File: src/rtl/mpt_pkg.sv
// Shared constants and types of the multichannel PWM timer.
package mpt_pkg;

    localparam int CountBits   = 16;
    localparam int DutyBits    = 17;
    localparam int PinBits     = 4;
    localparam int ChanBits    = 2;
    localparam int RegIdxBits  = 3;
    localparam int AddrBits    = 5;
    localparam int DataBits    = 32;
    localparam int InDataBits  = 24;
    localparam int InUserBits  = 3;
    localparam int OutDataBits = 24;

    typedef enum logic [1:0] {
        ALIGN_LEFT   = 2'd0,
        ALIGN_RIGHT  = 2'd1,
        ALIGN_CENTER = 2'd2,
        ALIGN_SPARE  = 2'd3
    } align_t;

    typedef enum logic [RegIdxBits-1:0] {
        REG_PRESCALE = 3'd0,
        REG_PERIOD   = 3'd1,
        REG_ALIGN    = 3'd2,
        REG_RUN      = 3'd3,
        REG_CHAN_EN  = 3'd4
    } reg_idx_t;

    localparam logic OP_TICK  = 1'b0;
    localparam logic OP_WRITE = 1'b1;

    localparam logic [CountBits-1:0] PeriodReset = 16'hFFFF;

endpackage

File: src/rtl/multichannel_pwm_timer.sv
// Multichannel PWM timer: tick and duty-write beats in, pin levels and counter state out.
//
//  channel   direction  beat contents
//  s_        in         tuser {channel, op}, tdata duty
//  m_        out        tdata {count_value, pin_levels}, tuser counting_down, tlast period_end
//  apb       in/out     prescale_limit, period_top, align_mode, run_enable, channel_enable
//
// One beat per cycle while the m_ slot is empty or m_tready takes it; m_tvalid rises in the
// cycle after an s_ accept, and the counter, prescaler and duty registers update on that accept.
// Reset clears config to defaults, counters and duties to zero; no clearing pass.
// A stalled m_ side holds its beat; s_tready stays high while m_tready takes it.
module multichannel_pwm_timer
    import mpt_pkg::*;
#(
    parameter int CHANNELS = 4
) (
    input  logic                    aclk,
    input  logic                    aresetn,
    // APB configuration
    input  logic                    psel,
    input  logic                    penable,
    input  logic                    pwrite,
    input  logic [AddrBits-1:0]     paddr,
    input  logic [DataBits-1:0]     pwdata,
    output logic [DataBits-1:0]     prdata,
    output logic                    pready,
    // input stream
    input  logic                    s_tvalid,
    output logic                    s_tready,
    input  logic [InDataBits-1:0]   s_tdata,   // [16:0] duty, rest zero
    input  logic [InUserBits-1:0]   s_tuser,   // [0] op, [2:1] channel
    // result stream
    output logic                    m_tvalid,
    input  logic                    m_tready,
    output logic [OutDataBits-1:0]  m_tdata,   // [3:0] pin_levels, [19:4] count_value, rest zero
    output logic                    m_tuser,   // [0] counting_down
    output logic                    m_tlast    // period_end
);

    logic [CountBits-1:0] prescale_limit_reg;
    logic [CountBits-1:0] period_top_reg;
    align_t               align_mode_reg;
    logic                 run_enable_reg;
    logic [PinBits-1:0]   channel_enable_reg;

    logic [CountBits-1:0] prescale_count_reg, prescale_count_next;
    logic [CountBits-1:0] main_count_reg, main_count_next;
    logic                 down_flag_reg, down_flag_next;
    logic [DutyBits-1:0]  duty_reg  [CHANNELS];
    logic [DutyBits-1:0]  duty_next [CHANNELS];

    logic                 m_valid_reg;
    logic [PinBits-1:0]   pins_reg, pins_next;
    logic [CountBits-1:0] count_out_reg;
    logic                 down_out_reg, down_out_next;
    logic                 wrap_reg, wrap_next;

    logic                 cfg_wr;
    reg_idx_t             cfg_idx;
    logic                 accept;
    logic                 in_op;
    logic [ChanBits-1:0]  in_chan;
    logic [DutyBits-1:0]  in_duty;
    logic [DutyBits-1:0]  duty_limit;
    logic [DutyBits-1:0]  duty_clamped;
    logic                 step;

    assign pready   = 1'b1;
    assign cfg_wr   = psel & penable & pwrite;
    assign cfg_idx  = reg_idx_t'(paddr[AddrBits-1:2]);
    assign s_tready = ~m_valid_reg | m_tready;
    assign accept   = s_tvalid & s_tready;
    assign in_op    = s_tuser[0];
    assign in_chan  = s_tuser[2:1];
    assign in_duty  = s_tdata[DutyBits-1:0];

    assign duty_limit   = {1'b0, period_top_reg} + DutyBits'(1);
    assign duty_clamped = (in_duty > duty_limit) ? duty_limit : in_duty;

    always_comb begin
        case (cfg_idx)
            REG_PRESCALE: prdata = DataBits'(prescale_limit_reg);
            REG_PERIOD:   prdata = DataBits'(period_top_reg);
            REG_ALIGN:    prdata = DataBits'(align_mode_reg);
            REG_RUN:      prdata = DataBits'(run_enable_reg);
            REG_CHAN_EN:  prdata = DataBits'(channel_enable_reg);
            default:      prdata = '0;
        endcase
    end

    // Prescaler and main counter
    always_comb begin
        prescale_count_next = prescale_count_reg;
        main_count_next     = main_count_reg;
        down_flag_next      = down_flag_reg;
        wrap_next           = 1'b0;
        step                = 1'b0;
        if (in_op == OP_TICK && run_enable_reg) begin
            if (prescale_count_reg >= prescale_limit_reg) begin
                prescale_count_next = '0;
                step                = 1'b1;
            end else begin
                prescale_count_next = prescale_count_reg + CountBits'(1);
            end
        end
        if (step) begin
            if (align_mode_reg != ALIGN_CENTER) begin
                down_flag_next = 1'b0;
                if (main_count_reg >= period_top_reg) begin
                    main_count_next = '0;
                    wrap_next       = 1'b1;
                end else begin
                    main_count_next = main_count_reg + CountBits'(1);
                end
            end else if (period_top_reg == '0) begin
                main_count_next = '0;
                down_flag_next  = 1'b0;
                wrap_next       = 1'b1;
            end else if (down_flag_reg && main_count_reg != '0) begin
                main_count_next = main_count_reg - CountBits'(1);
                if (main_count_reg == CountBits'(1)) begin
                    down_flag_next = 1'b0;
                    wrap_next      = 1'b1;
                end
            end else if (main_count_reg < period_top_reg) begin
                main_count_next = main_count_reg + CountBits'(1);
                down_flag_next  = (main_count_next == period_top_reg);
            end else begin
                main_count_next = main_count_reg - CountBits'(1);
                down_flag_next  = 1'b1;
            end
        end
        down_out_next = (align_mode_reg == ALIGN_CENTER) & down_flag_next;
    end

    // Duty registers and channel compares
    for (genvar c = 0; c < CHANNELS; c++) begin : g_duty
        always_comb begin
            duty_next[c] = duty_reg[c];
            if (in_op == OP_WRITE && {30'd0, in_chan} == c) begin
                duty_next[c] = duty_clamped;
            end
        end

        always_ff @(posedge aclk) begin
            if (!aresetn) begin
                duty_reg[c] <= '0;
            end else if (accept) begin
                duty_reg[c] <= duty_next[c];
            end
        end
    end

    for (genvar b = 0; b < PinBits; b++) begin : g_pin
        if (b < CHANNELS) begin : g_live
            logic [DutyBits:0] right_sum;
            logic              hit;
            assign right_sum = {2'b00, main_count_next} + {1'b0, duty_next[b]};
            assign hit = (align_mode_reg == ALIGN_RIGHT)
                       ? (right_sum >= {1'b0, duty_limit})
                       : ({1'b0, main_count_next} < duty_next[b]);
            assign pins_next[b] = hit & channel_enable_reg[b];
        end else begin : g_idle
            assign pins_next[b] = 1'b0;
        end
    end

    always_ff @(posedge aclk) begin
        if (!aresetn) begin
            prescale_limit_reg <= '0;
            period_top_reg     <= PeriodReset;
            align_mode_reg     <= ALIGN_LEFT;
            run_enable_reg     <= 1'b0;
            channel_enable_reg <= '0;
        end else if (cfg_wr) begin
            case (cfg_idx)
                REG_PRESCALE: prescale_limit_reg <= pwdata[CountBits-1:0];
                REG_PERIOD:   period_top_reg     <= pwdata[CountBits-1:0];
                REG_ALIGN:    align_mode_reg     <= align_t'(pwdata[1:0]);
                REG_RUN:      run_enable_reg     <= pwdata[0];
                REG_CHAN_EN:  channel_enable_reg <= pwdata[PinBits-1:0];
                default:      ;
            endcase
        end
    end

    always_ff @(posedge aclk) begin
        if (!aresetn) begin
            prescale_count_reg <= '0;
            main_count_reg     <= '0;
            down_flag_reg      <= 1'b0;
            m_valid_reg        <= 1'b0;
        end else begin
            if (accept) begin
                prescale_count_reg <= prescale_count_next;
                main_count_reg     <= main_count_next;
                down_flag_reg      <= down_flag_next;
                m_valid_reg        <= 1'b1;
            end else if (m_tready) begin
                m_valid_reg <= 1'b0;
            end
        end
    end

    always_ff @(posedge aclk) begin
        if (accept) begin
            pins_reg      <= pins_next;
            count_out_reg <= main_count_next;
            down_out_reg  <= down_out_next;
            wrap_reg      <= wrap_next;
        end
    end

    assign m_tvalid = m_valid_reg;
    assign m_tdata  = {(OutDataBits-PinBits-CountBits)'(0), count_out_reg, pins_reg};
    assign m_tuser  = down_out_reg;
    assign m_tlast  = wrap_reg;

endmodule

File: config.mk
export PLATFORM = sky130hd
export DESIGN_NAME = multichannel_pwm_timer
export DESIGN_NICKNAME = d
export VERILOG_FILES = /design/src/rtl/mpt_pkg.sv /design/src/rtl/multichannel_pwm_timer.sv
export SDC_FILE = /design/constraint.sdc
export NUM_CORES = 1
export LEC_CHECK = 0
export BUFFER_PORTS_ARGS = -buffer_cell sky130_fd_sc_hd__buf_4
export CORE_MARGIN = 4
export CORE_UTILIZATION = 35
export CTS_BUF_LIST = sky130_fd_sc_hd__clkbuf_16
export CTS_CLUSTER_DIAMETER = 80
export DETAILED_ROUTE_END_ITERATION = 8
export SLEW_MARGIN = 10
export SYNTH_ARGS = -nofsm -noshare
export SYNTH_HDL_FRONTEND = slang
export SYNTH_SLANG_ARGS = --single-unit
export TNS_END_PERCENT = 100
File: constraint.sdc
create_clock -name aclk -period 10.45 [get_ports aclk]
set_input_delay 0.5225 -clock aclk [delete_from_list [all_inputs] [get_ports aclk]]
set_output_delay 0.5225 -clock aclk [all_outputs]
set_load 0.01 [all_outputs]
==> results.json, run 1 <==
{
  "peakVddDrop_uv": 114,
  "synth-seq-cells": 163,
  "fillers": 4708,
  "p_comb_share_pct": 30.4,
  "p_switching_w": 0.000709,
  "ys_seq_area_share_pct": 25.1,
  "synth-edff-count": 90,
  "die_area_mm2": 0.0510,
  "status": "finished, final reports clean",
  "wirelength_um": 49600,
  "start_util_pct": 35.5,
  "max_freq_mhz": 112,
  "coreArea_mm2": 0.0468,
  "vias": 13800,
  "ctsResizeCount": 0,
  "avgViaCountPerCell": 5.37,
  "start_kind": "flop",
  "ys_types": 88,
  "grt_pass1_vias": 12900,
  "crit_type": "reg2reg",
  "cpMostUsedCell": "ha_1",
  "cap_viol_max_count": 0,
  "numPortBuffers": 85,
  "sw_frac_of_total_pct": 35.8,
  "cp.depth": 31,
  "cts_tree": "done",
  "gpl.final_weighted_congestion": 0.925,
  "cts_made_buffers": 17,
  "cts-htree-levels": 4,
  "cts_hold_buf": 0,
  "area_growth_pct": 11.3,
  "max_stage_delay_ps": 790,
  "path_max_fanout": 8,
  "gr-total-overflow": 0,
  "grt_pass1_wl_um": 75700,
  "tns_ps": 0,
  "cp_top_family": "compound AO/OA/AOI/OAI gates",
  "synth_warnings": 0,
  "yosys_most_used_dff": "edfxtp_1",
  "finalClockSkew_ps": 13.8,
  "fp.dieH_um": 226,
  "path_buf_inv": 2,
  "clkSinkCount": 163,
  "stdcell_count": 2560,
  "clkTransAtPathRegs_ps": 80,
  "root_buffer": "clkbuf_16",
  "diodes": 0,
  "rsz0062_at_grt": "no",
  "worst_slew_pin_slew_ps": 1120,
  "seq_power_share_pct": 36.4,
  "crit_slowest_cell": "a2111oi_0",
  "post_cts_buffers": 0,
  "io_pins": 132,
  "r2r_cells": 31,
  "syn-cell-area_mm2": 0.0166,
  "period_minus_slack_ps": 8960,
  "drive_above_1_share_pct": 12.2,
  "drt-pass1-iter-count": 7,
  "setup_viol": 0,
  "hold_violations": 0,
  "drc": 0,
  "die_width_um": 226,
  "synth_cells": 1875,
  "finalCritPeriodShare_pct": 85.8,
  "critPathArrivalTime_ps": 9190,
  "largest_reg_flops": 68,
  "antenna_found_initial": 0,
  "detail-route-antenna-nets": 0,
  "cell_internal_pwr_w": 0.00127,
  "p_clk_share_pct": 33.2,
  "dpl.hpwl_um": 38400,
  "synth_area_per_cell_um2": 8.86,
  "grt_max_degree": 69,
  "async_reset_ff_share_pct": 0,
  "p_leak_nw": 8.20,
  "hold_path_class": "in2reg",
  "gr-usage-all-layers_pct": 19.2,
  "relSlewSlack_pct": 24.5,
  "cp-end-kind": "flop",
  "drv_slew": 0,
  "routedWlPerCell_um": 19.4,
  "dr.first_iter.drc_count": 904,
  "dp_cells": 2528,
  "hold_path_depth": 3,
  "required_ps": 10680,
  "layout.nets": 2265,
  "power.density_mw_per_mm2": 107,
  "clk-insertion-delay-late_ps": 470,
  "cts_max_path_buffers": 2,
  "std_cell_rows": 79
}
[layout by cell type, fill, tap and decap left out, types with 29 or more instances in the layout]
| master | count |
|---|---|
| nand3_1 | 44 |
| buf_4 | 120 |
| nor2b_1 | 35 |
| nand2_1 | 127 |
| a21boi_0 | 29 |
| mux2i_1 | 42 |
| nor3_1 | 32 |
| nor2_1 | 209 |
| edfxtp_1 | 90 |
| inv_1 | 161 |
| o21ai_0 | 70 |
| xnor2_1 | 83 |
| mux2i_4 | 50 |
| a21o_1 | 39 |
| ha_1 | 250 |
| dfxtp_1 | 73 |
| a21oi_1 | 111 |
[final cells by class]
cell class / count / area, µm² / share of cell area (%)
sequential: 163 / 4160 / 22.5
inverter: 163 / 612 / 3.31
multi-input combinational: 1475 / 11500 / 62.0
timing repair buffer: 120 / 901 / 4.87
clock inverter: 15 / 168 / 0.907
clock buffer: 17 / 425 / 2.30
tap: 607 / 759 / 4.11
[per-layer routing]
layer,wire (µm),GRT usage (%),vias up
met2,21200,29.0,338
met5,0,0,-
met4,1240,5.85,0
met1,24900,28.4,6577
li1,-,-,6778
met3,2230,2.52,61
[worst register-to-register path, delay by kind of cell (launching register included)]
family	cells	cell delay (ps)
flip-flops	1	480
XOR/XNOR	1	180
AO/OA/AOI/OAI	16	4680
AND/OR/NAND/NOR	6	1280
buffers and inverters	2	300
multiplexers	2	690
adder cells (fa/ha/maj)	4	1120
[path summary, 6_finish.rpt]
check	start	to	slack [ps]
max	period_top_reg[1]	pins_reg[2]	1490
min	pwdata[12]	period_top_reg[12]	300
max reg2reg	period_top_reg[1]	pins_reg[2]	1490
min reg2reg	prescale_limit_reg[4]	prescale_limit_reg[4]	480
[power groups by stage]
stage	Sequential, W	Combinational [W]	Clock (W)
floorplan	0.000734	0.000439	0
global placement	0.000736	0.000587	0
detailed placement	0.000737	0.000598	0
CTS	0.000722	0.000602	0.000671
global route	0.000725	0.000661	0.000695
finish	0.000722	0.000602	0.000657
[synth_stat cells, drive strengths merged, types with 10 or more instances]
library cell    n  share of area (%)
o21bai         15               0.68
nand2         129                2.9
a21o           39                1.8
o21a           16               0.72
or3            10               0.38
a211oi         15               0.68
clkbuf         53                1.3
nor2b          35                1.3
o211ai         22               0.99
nand4          23               0.96
nor4           18               0.77
and3           14               0.53
mux2i          92                9.3
a21boi         29                1.3
edfxtp         90                 16
nor2          210                4.7
xor2           28                1.5
inv           162                3.7
nor3           33                1.0
o21ai          72                2.2
ha            250                 19
o31ai          13               0.59
xnor2          83                4.4
dfxtp          73                8.8
nand2b         23               0.87
buf            40                1.7
a21oi         112                3.4
nand3          44                1.3
[metrics by stage]
step | cell area, µm² | power [W] | hold slack [ps] | setup slack [ps] | util, %
final | 18500 | 0.00198 | 296 | 1490 | 39.5
after global routing | 18500 | 0.00208 | 287 | 1010 | 39.5
after CTS | 18500 | 0.00199 | 272 | 1640 | 39.5
after detailed placement | 17900 | 0.00133 | 474 | 1710 | 38.3
after global placement | 17900 | 0.00132 | 470 | 1960 | 38.3
after floorplan | 16700 | 0.00117 | 456 | 3030 | -
[cells by family (layout without fill, tap and decap cells)]
| family | Yosys count | count (layout) | synth area share, % |
|---|---|---|---|
| other | 2 | 21 | 0.0452 |
| AO/OA/AOI/OAI | 415 | 415 | 16.7 |
| adder cells (fa/ha/maj) | 254 | 254 | 19.3 |
| AND/OR/NAND/NOR | 576 | 576 | 16.5 |
| XOR/XNOR | 113 | 113 | 6.13 |
| buffers and inverters | 256 | 315 | 6.61 |
| flip-flops | 163 | 163 | 25.1 |
| multiplexers | 96 | 96 | 9.68 |
No activity file was read; power rests on OpenSTA's default activity.
==> inputs of run 2 (changes only) <==
--- a/config.mk
+++ b/config.mk
@@ -11,6 +11,7 @@
 export CTS_BUF_LIST = sky130_fd_sc_hd__clkbuf_16
 export CTS_CLUSTER_DIAMETER = 80
 export DETAILED_ROUTE_END_ITERATION = 8
+export RECOVER_POWER = 100
 export SLEW_MARGIN = 10
 export SYNTH_ARGS = -nofsm -noshare
 export SYNTH_HDL_FRONTEND = slang
==> run 2 against run 1 <==
The run now ends with capacitance limit, slew limit left. Worst setup slack got worse by 360 ps. Clock-buffer cell count did not move. Die area did not move. Largest power group unchanged. Clock power barely moved. Non-clock buffer count did not move. Sequential share of layout area rose by 0.35 points. Register-to-register slack got worse by 360 ps. Cell area fell by 1.5%. Sequential power barely moved. Critical path type unchanged. Wire length rose by 0.28%. Core utilization fell by 0.60 points. Flip-flop and latch count did not move.
==> results.json, run 2 (synthesis gave the netlist of run 1 again) <==
{
  "power_w": 0.00197,
  "routedWlPerCell_um": 19.4,
  "die_area_mm2": 0.0510,
  "path_max_fanout": 8,
  "cts_tree": "done",
  "max_stage_delay_ps": 910,
  "r2r_cells": 33,
  "finalCritPeriodShare_pct": 89.2,
  "gr-total-overflow": 0,
  "final_common_cell": "ha_1",
  "max_freq_mhz": 107,
  "detail-route-antenna-nets": 0,
  "clk-insertion-delay-late_ps": 470,
  "period_minus_slack_ps": 9320,
  "worst_slew_pin_slew_ps": 3290,
  "tns_ps": 0,
  "gpl.final_weighted_congestion": 0.925,
  "power.density_mw_per_mm2": 108,
  "cts_max_path_buffers": 2,
  "cp.depth": 33,
  "holdWs_ps": 296,
  "p_switching_w": 0.000706,
  "cts_hold_buf": 0,
  "grt_pass1_vias": 12900,
  "avgViaCountPerCell": 5.38,
  "clkSinkCount": 163,
  "hold_violations": 0,
  "crit_slowest_cell": "mux2i_1",
  "critPathArrivalTime_ps": 9550,
  "cts_made_buffers": 17,
  "cap_viol_max_count": 4,
  "required_ps": 10670,
  "cts-htree-levels": 4,
  "dpl.hpwl_um": 38400,
  "layout.nets": 2265,
  "ctsResizeCount": 0,
  "start_util_pct": 35.5,
  "p_clk_share_pct": 33.5,
  "numPortBuffers": 85,
  "mostFrequentLayoutCells": "ha_1, nor2_1, inv_1",
  "fp.dieH_um": 226,
  "largest_reg_flops": 68,
  "coreArea_mm2": 0.0468,
  "seq_power_share_pct": 36.8,
  "cp-end-kind": "flop",
  "dr.first_iter.drc_count": 929,
  "p_comb_share_pct": 29.7,
  "grt_pass1_wl_um": 75700,
  "wirelength_um": 49700,
  "drv_slew": 205,
  "gr-usage-all-layers_pct": 19.2,
  "std_cell_rows": 79,
  "setup_viol": 0,
  "root_buffer": "clkbuf_16",
  "status": "finished, violations left",
  "p_leak_nw": 7.97,
  "cp_top_family": "compound AO/OA/AOI/OAI gates",
  "crit_type": "reg2reg",
  "path_buf_inv": 4,
  "violations": "capacitance limit, slew limit",
  "cpMostUsedCell": "ha_1",
  "area_growth_pct": 9.61,
  "drive_above_1_share_pct": 8.76,
  "io_pins": 132,
  "peakVddDrop_uv": 113,
  "die_width_um": 226,
  "final_core_util_pct": 38.9,
  "drt-pass1-iter-count": 5,
  "drc": 0,
  "grt_max_degree": 69,
  "antenna_found_initial": 0,
  "sw_frac_of_total_pct": 35.9,
  "clkTransAtPathRegs_ps": 80,
  "hold_path_depth": 3,
  "rsz0062_at_grt": "no",
  "post_cts_buffers": 0,
  "start_kind": "flop",
  "relSlewSlack_pct": -120,
  "vias": 13800,
  "cell_internal_pwr_w": 0.00126,
  "hold_path_class": "in2reg",
  "finalClockSkew_ps": 12.9
}
-- run 2: cell types whose count changed in the layout (fill, tap and decap cells not counted), moves of 3 or more --
cell,previous run,this run
buf_4,120,64
clkbuf_1,0,56
mux2i_1,42,46
mux2i_4,50,46
and2_0,0,3
and2_1,9,6
-- run 2: power by group through the flow --
stage / Combinational [W] / Clock [W] / Sequential, W
2_1_floorplan: 0.000439 / 0 / 0.000734
3_3_place_gp: 0.000587 / 0 / 0.000736
3_5_place_dp: 0.000598 / 0 / 0.000737
4_1_cts: 0.000602 / 0.000671 / 0.000722
5_1_grt: 0.000643 / 0.000695 / 0.000727
6_report: 0.000584 / 0.000658 / 0.000723
-- run 2: worst paths after layout --
kind	from	endpoint	slack, ps
max	period_top_reg[1]	pins_reg[1]	1130
min	pwdata[8]	period_top_reg[8]	300
max reg2reg	period_top_reg[1]	pins_reg[1]	1130
min reg2reg	prescale_limit_reg[4]	prescale_limit_reg[4]	480
-- run 2: layout make-up --
type	instances	area (µm²)
sequential	163	4160
clock inverter	15	168
antenna	1	2.50
fill	4777	28600
tap	607	759
clock buffer	17	425
multi-input combinational	1475	11400
inverter	163	612
timing repair buffer	120	691
-- run 2: layer usage --
metal | global-route usage (%) | share of wire (%) | up-vias
met5 | 0 | 0 | -
met4 | 5.85 | 2.6 | 0
met3 | 2.52 | 5.1 | 58
met2 | 29.0 | 43 | 380
met1 | 28.4 | 50 | 6558
li1 | - | - | 6772
-- run 2: through the flow --
step	worst slack (ps)	cells	cell area, µm²
global placement	1960	2528	17900
global route	707	2560	18200
detailed placement	1710	2528	17900
finish	1130	2561	18200
CTS	1640	2560	18500
floorplan	3030	1894	16700
-- run 2: worst min-delay path: cells and delay by family --
family / cells / cell delay [ps]
buffers and inverters: 1 / 80
AOI/OAI and AO/OA: 1 / 80
and+or+nand+nor: 1 / 40
